### src/rtl/assert_macros.svh
// assertion helpers, clocked on the rising edge and disabled in reset
`ifndef ASSERT_MACROS_SVH
`define ASSERT_MACROS_SVH

`ifndef SYNTHESIS

`define ASSERT_IMPL(lbl, clk, rstn, ante, cons) \
    lbl: assert property (@(posedge clk) disable iff (!rstn) (ante) |-> (cons)) \
        else $error("assertion failed");

`define ASSERT_NEXT(lbl, clk, rstn, ante, cons) \
    lbl: assert property (@(posedge clk) disable iff (!rstn) (ante) |=> (cons)) \
        else $error("assertion failed");

`else

`define ASSERT_IMPL(lbl, clk, rstn, ante, cons)

`define ASSERT_NEXT(lbl, clk, rstn, ante, cons)

`endif

`endif

### src/rtl/hidups_pkg.sv
`default_nettype none

package hidups_pkg;

    localparam int unsigned PageWidth = 16;
    localparam int unsigned ValueWidth = 32;

    localparam logic [7:0] LONG_PREFIX = 8'hFE;
    localparam logic [7:0] SIZE_MASK = 8'h03;
    localparam logic [7:0] TAG_MASK = 8'hFC;
    localparam logic [7:0] PAGE_TAG = 8'h04;
    localparam logic [1:0] SIZE_CODE_FOUR = 2'd3;

    typedef enum logic [2:0] {
        PH_PREFIX     = 3'd0,
        PH_LONG_SIZE  = 3'd1,
        PH_LONG_TAG   = 3'd2,
        PH_LONG_DATA  = 3'd3,
        PH_SHORT_DATA = 3'd4
    } parse_phase_t;

    typedef struct packed {
        logic       take;
        logic       last;
        logic [7:0] data;
    } parse_in_t;

endpackage

`default_nettype wire

### src/rtl/hidups_parse.sv
`default_nettype none

`include "assert_macros.svh"

module hidups_parse (
    input  wire logic                          aclk,
    input  wire logic                          aresetn,
    input  wire hidups_pkg::parse_in_t         word_in,
    input  wire logic [hidups_pkg::PageWidth-1:0] usage_page,
    output logic                               found_now
);
    import hidups_pkg::*;

    parse_phase_t          phase_reg, phase_next;
    logic [7:0]            left_reg, left_next;
    logic [2:0]            len_reg, len_next;
    logic [1:0]            pos_reg, pos_next;
    logic [ValueWidth-1:0] value_reg, value_next;
    logic                  page_reg, page_next;
    logic                  found_reg, found_next;

    always_comb begin
        logic [2:0]            len_dec;
        logic [ValueWidth-1:0] value_acc;

        phase_next = phase_reg;
        left_next  = left_reg;
        len_next   = len_reg;
        pos_next   = pos_reg;
        value_next = value_reg;
        page_next  = page_reg;
        found_next = found_reg;
        len_dec    = len_reg - 3'd1;
        value_acc  = value_reg
                   | ({{(ValueWidth-8){1'b0}}, word_in.data} << {pos_reg, 3'b000});

        unique case (phase_reg)
            PH_PREFIX: begin
                if (word_in.data == LONG_PREFIX) begin
                    phase_next = PH_LONG_SIZE;
                end else begin
                    pos_next   = 2'd0;
                    value_next = '0;
                    if ((word_in.data & SIZE_MASK) == 8'h00) begin
                        // zero-length item completes at once with value zero
                        if ((word_in.data & TAG_MASK) == PAGE_TAG && usage_page == '0) begin
                            found_next = 1'b1;
                        end
                        len_next   = 3'd0;
                        page_next  = 1'b0;
                        phase_next = PH_PREFIX;
                    end else begin
                        len_next   = (word_in.data[1:0] == SIZE_CODE_FOUR) ? 3'd4
                                   : {1'b0, word_in.data[1:0]};
                        page_next  = ((word_in.data & TAG_MASK) == PAGE_TAG);
                        phase_next = PH_SHORT_DATA;
                    end
                end
            end
            PH_LONG_SIZE: begin
                left_next  = word_in.data;
                phase_next = PH_LONG_TAG;
            end
            PH_LONG_TAG: begin
                phase_next = (left_reg == 8'd0) ? PH_PREFIX : PH_LONG_DATA;
            end
            PH_LONG_DATA: begin
                left_next = left_reg - 8'd1;
                if (left_reg == 8'd1) begin
                    phase_next = PH_PREFIX;
                end
            end
            PH_SHORT_DATA: begin
                pos_next   = pos_reg + 2'd1;
                value_next = value_acc;
                len_next   = len_dec;
                if (len_dec == 3'd0) begin
                    if (page_reg && value_acc == {{(ValueWidth-PageWidth){1'b0}}, usage_page}) begin
                        found_next = 1'b1;
                    end
                    phase_next = PH_PREFIX;
                    pos_next   = 2'd0;
                    value_next = '0;
                    page_next  = 1'b0;
                end
            end
            default: begin
                phase_next = PH_PREFIX;
            end
        endcase
    end

    assign found_now = found_next;

    always_ff @(posedge aclk) begin
        if (!aresetn) begin
            phase_reg <= PH_PREFIX;
            left_reg  <= '0;
            len_reg   <= '0;
            pos_reg   <= '0;
            value_reg <= '0;
            page_reg  <= 1'b0;
            found_reg <= 1'b0;
        end else if (word_in.take) begin
            if (word_in.last) begin
                phase_reg <= PH_PREFIX;
                left_reg  <= '0;
                len_reg   <= '0;
                pos_reg   <= '0;
                value_reg <= '0;
                page_reg  <= 1'b0;
                found_reg <= 1'b0;
            end else begin
                phase_reg <= phase_next;
                left_reg  <= left_next;
                len_reg   <= len_next;
                pos_reg   <= pos_next;
                value_reg <= value_next;
                page_reg  <= page_next;
                found_reg <= found_next;
            end
        end
    end

    `ASSERT_NEXT(a_clear_on_last, aclk, aresetn, word_in.take && word_in.last, phase_reg == PH_PREFIX && !found_reg)
    `ASSERT_IMPL(a_short_len_live, aclk, aresetn, phase_reg == PH_SHORT_DATA, len_reg != 3'd0)
    `ASSERT_NEXT(a_found_sticky, aclk, aresetn, found_reg && !(word_in.take && word_in.last), found_reg)

endmodule

`default_nettype wire

### src/rtl/hid_descriptor_usage_page_scan_core.sv
// Scans a HID report descriptor for a Usage Page item equal to the page held in the
// configuration register. One descriptor byte is taken per cycle while no result is
// held back by m_ready; each word passes an input register, the item parser updates
// its state from it, and the word marked last loads the result register with the
// found flag, so a result passes the input register and then the result register.
// Long items are skipped, truncated items never match, and the parser clears itself
// after every last byte. Write the page only while no descriptor is in flight.
`default_nettype none

`include "assert_macros.svh"

module hid_descriptor_usage_page_scan_core (
    input  wire logic                              aclk,
    input  wire logic                              aresetn,
    input  wire logic                              cfg_wr_en,
    input  wire logic [hidups_pkg::PageWidth-1:0]  cfg_wr_data,
    input  wire logic                              s_valid,
    output logic                                   s_ready,
    input  wire logic [7:0]                        s_desc_byte,
    input  wire logic                              s_last_byte,
    output logic                                   m_valid,
    input  wire logic                              m_ready,
    output logic                                   m_page_found
);
    import hidups_pkg::*;

    logic [PageWidth-1:0] usage_page_reg;
    logic                 in_valid_reg, in_valid_next;
    logic [7:0]           in_byte_reg;
    logic                 in_last_reg;
    logic                 m_valid_reg, m_valid_next;
    logic                 page_found_reg;
    logic                 out_free;
    logic                 take;
    logic                 found_now;
    parse_in_t            parse_word;

    assign out_free = !m_valid_reg || m_ready;
    assign take     = in_valid_reg && out_free;
    assign s_ready  = !in_valid_reg || out_free;

    assign parse_word.take = take;
    assign parse_word.last = in_last_reg;
    assign parse_word.data = in_byte_reg;

    hidups_parse u_parse (
        .aclk       (aclk),
        .aresetn    (aresetn),
        .word_in    (parse_word),
        .usage_page (usage_page_reg),
        .found_now  (found_now)
    );

    always_comb begin
        in_valid_next = in_valid_reg;
        if (s_valid && s_ready) begin
            in_valid_next = 1'b1;
        end else if (take) begin
            in_valid_next = 1'b0;
        end
        m_valid_next = m_valid_reg;
        if (take) begin
            m_valid_next = in_last_reg;
        end else if (m_ready) begin
            m_valid_next = 1'b0;
        end
    end

    always_ff @(posedge aclk) begin
        if (!aresetn) begin
            usage_page_reg <= '0;
            in_valid_reg   <= 1'b0;
            m_valid_reg    <= 1'b0;
        end else begin
            if (cfg_wr_en) begin
                usage_page_reg <= cfg_wr_data;
            end
            in_valid_reg <= in_valid_next;
            m_valid_reg  <= m_valid_next;
        end
    end

    always_ff @(posedge aclk) begin
        if (s_valid && s_ready) begin
            in_byte_reg <= s_desc_byte;
            in_last_reg <= s_last_byte;
        end
        if (take && in_last_reg) begin
            page_found_reg <= found_now;
        end
    end

    assign m_valid      = m_valid_reg;
    assign m_page_found = page_found_reg;

    `ASSERT_NEXT(a_no_result_mid, aclk, aresetn, take && !in_last_reg, !m_valid)
    `ASSERT_NEXT(a_result_on_last, aclk, aresetn, take && in_last_reg, m_valid)
    `ASSERT_IMPL(a_stall_cause, aclk, aresetn, !s_ready, in_valid_reg && m_valid_reg && !m_ready)

endmodule

`default_nettype wire
### config.mk
export PLATFORM = sky130hd
export DESIGN_NAME = hid_descriptor_usage_page_scan_core
export DESIGN_NICKNAME = d
export VERILOG_FILES = /design/src/rtl/hidups_pkg.sv /design/src/rtl/hidups_parse.sv /design/src/rtl/hid_descriptor_usage_page_scan_core.sv
export VERILOG_INCLUDE_DIRS = /design/src /design/src/rtl
export SDC_FILE = /design/constraint.sdc
export NUM_CORES = 1
export LEC_CHECK = 0
export BUFFER_PORTS_ARGS = -buffer_cell sky130_fd_sc_hd__buf_2
export CAP_MARGIN = 20
export CORE_AREA = 10 10 108 81
export DETAILED_ROUTE_END_ITERATION = 6
export DIE_AREA = 0 0 118 91
export GPL_ROUTABILITY_DRIVEN = 0
export GPL_TIMING_DRIVEN = 0
export PLACE_DENSITY = 0.75
export SYNTH_ARGS = -nofsm -noshare
export SYNTH_HDL_FRONTEND = slang
export SYNTH_SLANG_ARGS = --single-unit
### constraint.sdc
create_clock -name aclk -period 2.2 [get_ports aclk]
set_clock_uncertainty 0.2 [all_clocks]
set_input_delay 0.11 -clock aclk [delete_from_list [all_inputs] [get_ports aclk]]
set_output_delay 0.11 -clock aclk [all_outputs]
set_load 0.02 [all_outputs]
# [Word level (Yosys, flattened, before mapping)]
# Index checks and enable logic that the tools add are counted.
[totals] wordCells=90 output_inout_bits=3 register_bits=78
[op_classes] n_bitwise=1 n_mux=38 n_reduce_logical=22 addsub=3 n_eq_ne=12 shifts=1
[ops] op="two-way mux 32 bit" n=3
[ops] op="one-hot mux 32 bit (2 select lines)" n=1
[ops] op="equality test 32 x 16 -> 1 bit" n=1
[ops] op="bitwise OR 32 bit" n=1
[ops] op="left shift 8 x 5 -> 32 bit" n=1
[ops] op="two-way mux 3 bit" n=9
[ops] op="zero test 16 bit" n=1
[ops] op="zero test 8 bit" n=2
[ops] op="one-hot mux 8 bit (2 select lines)" n=1
[ops] op="one-hot mux 3 bit (5 select lines)" n=1
[ops] op="two-way mux 1 bit" n=14
[ops] op="equality test 8 x 1 -> 1 bit, second input constant" n=1
[ops] op="equality test 8 bit, second input constant" n=1
[ops] op="two-way mux 2 bit" n=4
[ops] op="two-way mux 8 bit" n=1
[ops] op="subtractor 8 x 1 -> 8 bit, second input constant" n=1
[ops] op="equality test 3 x 2 -> 1 bit, second input constant" n=2
[ops] op="equality test 6 x 1 -> 1 bit, second input constant" n=1
[ops] op="zero test 3 bit" n=2
[ops] op="!= test 3 x 2 -> 1 bit, second input constant" n=2
[ops] op="one-hot mux 3 bit (2 select lines)" n=1
[ops] op="AND reduction 3 bit" n=2
[ops] op="nonzero test 3 bit" n=2
[ops] op="logical AND 1 bit" n=5
[ops] op="other kinds (13)" n=17

# [Longest topological paths before layout]
[depth] depth_word=8 mapped_depth=7 ltp_nobuf=7

# [Hierarchy]
# From an unflattened synthesis, not the netlist that was laid out.
[unflattened] hier_cells=430 area_unflattened_um2=3756.1
[modules_own_cells] mod="hidups_parse" n_inst=1 seq_area_each_um2=1001.0 cells_per_inst=356 area_each_um2=2741.4
[modules_own_cells] mod="hid_descriptor_usage_page_scan_core" n_inst=1 seq_area_each_um2=660.6 cells_per_inst=74 area_each_um2=1014.7

# [Worst setup path before layout]
# OpenSTA, ideal clock, no wires.
[synth_timing] path_type="reg2reg" start="register u_parse.len_reg[0]" end="register u_parse.phase_reg[1]" t_required_ns=1.883 stages_incl_launch_ff=8 setup_slack_ns=0.231 setup_time_ns=0.117 t_arrival_ns=1.652 period_less_slack_ns=1.969 cell_sequence="dfxtp_1 -> inv_1 -> ha_1 -> xnor2_1 -> a211oi_4 -> nor3_2 -> nand2_1 -> a32o_1"
[synth_via] elab_chain_len=4
[synth_lines] item="start, declared" line="hidups_parse.sv:16" rtl="logic [2:0] len_reg, len_next;"
[synth_lines] item="start signal, assigned" line="hidups_parse.sv:116" rtl="len_reg <= len_next;"
[synth_lines] item="subtractor 3 x 1 -> 3 bit" line="hidups_parse.sv:33" rtl="len_dec = len_reg - 3'd1;"
[synth_lines] item="zero test 3 bit" line="hidups_parse.sv:77" rtl="if (len_dec == 3'd0) begin"
[synth_lines] item="!= test 3 x 2 -> 1 bit (no source line)"
[synth_lines] item="AND reduction 3 bit (no source line)"
[synth_lines] item="end signal, assigned" line="hidups_parse.sv:114" rtl="phase_reg <= phase_next;"
[synth_lines] item="end, declared" line="hidups_parse.sv:14" rtl="parse_phase_t phase_reg, phase_next;"
# No other way between the ends.
# A chain may end at the register's enable or synchronous reset.

# [Final worst setup path]
[layout_timing] start="register in_byte_reg[1]" end="register page_found_reg (netlist: m_page_found) (data pin)"
[layout_via] elab_chain_len=7 elab_cells_between_ends=11 classes_between="eq/ne: 2; shift: 1; mux: 5; bitwise: 1; reduce/logical: 2"
[layout_lines] item="start, declared" line="hid_descriptor_usage_page_scan_core.sv:29" rtl="logic [7:0] in_byte_reg;"
[layout_lines] item="start signal, assigned" line="hid_descriptor_usage_page_scan_core.sv:85" rtl="in_byte_reg <= s_desc_byte;"
[layout_lines] item="left shift 8 x 5 -> 32 bit" line="hidups_parse.sv:35" rtl="| ({{(ValueWidth-8){1'b0}}, word_in.data} << {pos_reg, 3'b000});"
[layout_lines] item="bitwise OR 32 bit" line="hidups_parse.sv:35"
[layout_lines] item="equality test 32 x 16 -> 1 bit" line="hidups_parse.sv:78" rtl="if (page_reg && value_acc == {{(ValueWidth-PageWidth){1'b0}}, usage_page}) begin"
[layout_lines] item="logical AND 1 bit" line="hidups_parse.sv:78"
[layout_lines] item="two-way mux 1 bit" line="hidups_parse.sv:78"
[layout_lines] item="two-way mux 1 bit" line="hidups_parse.sv:77"
[layout_lines] item="one-hot mux 1 bit (2 select lines) *" line="hidups_parse.sv:37" rtl="unique case (phase_reg)"
[layout_lines] item="via found_now" line="hid_descriptor_usage_page_scan_core.sv:35" rtl="logic found_now;"
[layout_lines] item="end signal, assigned" line="hid_descriptor_usage_page_scan_core.sv:89" rtl="page_found_reg <= found_now;"
[layout_lines] item="end, declared" line="hid_descriptor_usage_page_scan_core.sv:32" rtl="logic page_found_reg;"
# Mark *: on every way through the listed nets, which the timed path passes. The rest lies on a longest branch.

==> impl_metrics.yaml <==
floorplanning:
  die_width_um: 118
  die_area_sq_um: 10700
  io_pins: 33
  dieHeight_um: 91
  rows: 25
  start_util_pct: 58.4
  core_area_sq_um: 6630
synth:
  netlist_instances: 422
  synth_area_sq_um: 3870
  synth_area_leaders: "dfxtp_1 35%, edfxtp_1 7.7%, mux2i_1 4.6%"
  ys_ff_latch: 78
  synthTopCellsByCount: "68 x dfxtp_1, 43 x nor2_1, 23 x nor2b_1, 22 x and2_1, 18 x mux2i_1"
  synth_edf_count: 10
  yosysMostFrequentCell: "dfxtp_1"
  synth_top_area_share_pct: 35.1
  avgSynthCellArea_sq_um: 9.18
  async_reset_ff_share_pct: 0
  yosys_most_used_dff: "dfxtp_1"
  ys_seq_area_share_pct: 42.9
  synth_top_area_cell: "dfxtp_1"
  yosysUniqueCellTypes: 60
  syn_nets: 457
  ys_warn_count: 0
status:
  outcome: "finished clean"
placed_design:
  portBuffers: 31
  post-dp-hpwl_um: 7500
  dpl_worst_slack_ns: -0.201
layout:
  largest_reg_flops: 32
  drive_gt1_share_pct: 20.5
  num-nets-final: 533
  area_growth_pct: 25.3
  num_antenna_cells: 0
  nFillCells: 525
detailed_routing:
  drcViolationCount: 0
  wl_per_cell_um: 18.6
  vias_per_cell: 6.06
  drt_iter0_drc: 389
  finalWirelength_um: 11100
  vias: 3618
  ant_nets: 0
  first_pass_iters: 6
clock_tree:
  cts_tree: "yes"
  clk_path_buf_depth: 2
  cts.clk_slew.worst_paths_ns: 0.09
  clk_latency_ns: 0.37
  cts_made_buffers: 9
  cts.root.buffer_cell: "clkbuf_8"
  clock_sinks: 78
  htreeDepth: 3
min_path:
  hold_end: "usage_page_reg[8]"
  hold_path_depth: 3
  hp-start: "cfg_wr_en"
  hp-class: "primary input to register"
global_routing:
  grt_pass1_wl_um: 17600
  gr-total-overflow: 0
  grt_pass1_vias: 3433
  grt_usage_pct: 20.1
  antenna_found_initial: 0
  grt_start_max_net_pins: 15
power:
  pwr_density_cell_nw_per_um2: 628
  p_leak_uw: 0.00187
  peakVddDrop_mv: 0.521
timing:
  finalSetupViolations: 0
  finalHoldViolCount: 0
  fin_ws_ns: 0.0136
  finalCritPeriodShare_pct: 99.4
  drv_slew: 0
  period_needed_ns: 2.19
  hold_ws_ns: 0.0587
  slew_headroom_pct: 59.3
  worstMarginPinSlew_ns: 0.611
  max_freq_mhz: 457
setup_path:
  end_kind: "register"
  r2r_start: "in_byte_reg[1]"
  startpoint_type: "register"
  worstSetupPathType: "register to register"
  reg2reg_depth: 6
  reg2reg_to: "m_page_found"
  critPathLaunch: "in_byte_reg[1]"
  ff2ff_setup_slack_ns: 0.01
  path_max_fanout: 10
  required_ns: 2.12
  cp.arrival_ns: 2.11
flow_run:
  cap_violations: 0
[layout make-up]
class                           instances  area, sq um  area share [%]
Tap cell                               94          118            2.42
Sequential cell                        78         1670            34.3
Multi-Input combinational cell        304         2150            44.3
Timing Repair Buffer                   66          490            10.1
Clock buffer                            9          124            2.55
Inverter                               11         41.3           0.850
Buffer                                 28          189            3.89
Clock inverter                          7         73.8            1.52
[layer usage]
| metal | global-route usage, % | vias to the layer above | wire, um |
|---|---|---|---|
| met5 | 0 | - | 0 |
| met4 | 6.67 | 0 | 183 |
| met3 | 6.56 | 20 | 820 |
| met2 | 30.3 | 153 | 4980 |
| met1 | 26.5 | 1741 | 5130 |
| li1 | - | 1704 | - |
[how the worst max path moves through the flow]
stage,to,cells past startpoint,slack [ns]
5_1_grt,u_parse.value_reg[11],6,-0.05
3_5_place_dp,m_page_found,7,-0.20
4_1_cts,m_page_found,7,0.0003
3_3_place_gp,u_parse.value_reg[9],6,-0.09
2_1_floorplan,u_parse.phase_reg[1],7,0.23
6_report,m_page_found,6,0.01
[kinds of logic after synthesis]
logic type	Yosys count	share of synthesized area [%]
adder cells (fa/ha/maj)	5	1.61
buffers and inverters	40	5.33
AO/OA/AOI/OAI	102	18.7
multiplexers	19	4.94
flip-flops	78	42.9
XOR/XNOR	2	0.452
AND/OR/NAND/NOR	176	26.1
[report_power, final]
group	internal (uW)	switching (uW)	leakage [uW]	total (uW)
logic	199	222	0.00113	420
clock network	525	578	0.0000895	1100
registers	1480	42.9	0.000651	1530
total	2210	843	0.00187	3050
[through the flow]
stage / instances / TNS, ns / cell area [sq um] / util (%) / total power (uW)
after CTS: 592 / 0 / 4690 / 70.7 / 3010
after global routing: 597 / -0.533 / 4860 / 73.2 / 3170
after floorplan: 422 / 0 / 3870 / - / 1770
after global placement: 547 / -0.824 / 4150 / 62.5 / 1870
after detailed placement: 547 / -1.10 / 4150 / 62.5 / 1880
final: 597 / 0 / 4860 / 73.2 / 3050
[cell usage in the layout (no fill, tap or decap), types with 10 or more instances in the layout]
cell type / instances
dfxtp_1: 64
nor2_1: 41
buf_2: 37
dlygate4sd3_1: 29
nor2b_1: 23
and2_1: 22
mux2i_1: 18
o21ai_0: 15
a21oi_1: 15
a31oi_1: 15
a22o_1: 12
nand2_1: 11
inv_1: 11
edfxtp_1: 10
[what timing repair did]
action	4_1_cts	5_1_grt
setup buffers	0	6
gates resized for setup	16	28
hold buffers	29	0
pin swaps	2	10
setup endpoints to repair	20	36
endpoints found under the hold margin	31	0
[worst max-delay path, cell delays in order (launching register included)]
cell and delay, ns:
edfxtp_1 0.41, clkbuf_2 0.30, nand3b_1 0.11, a221oi_1 0.53
a2111oi_4 0.10, nand4_1 0.18, o21ai_2 0.09
No activity file was read; power rests on OpenSTA's default activity.
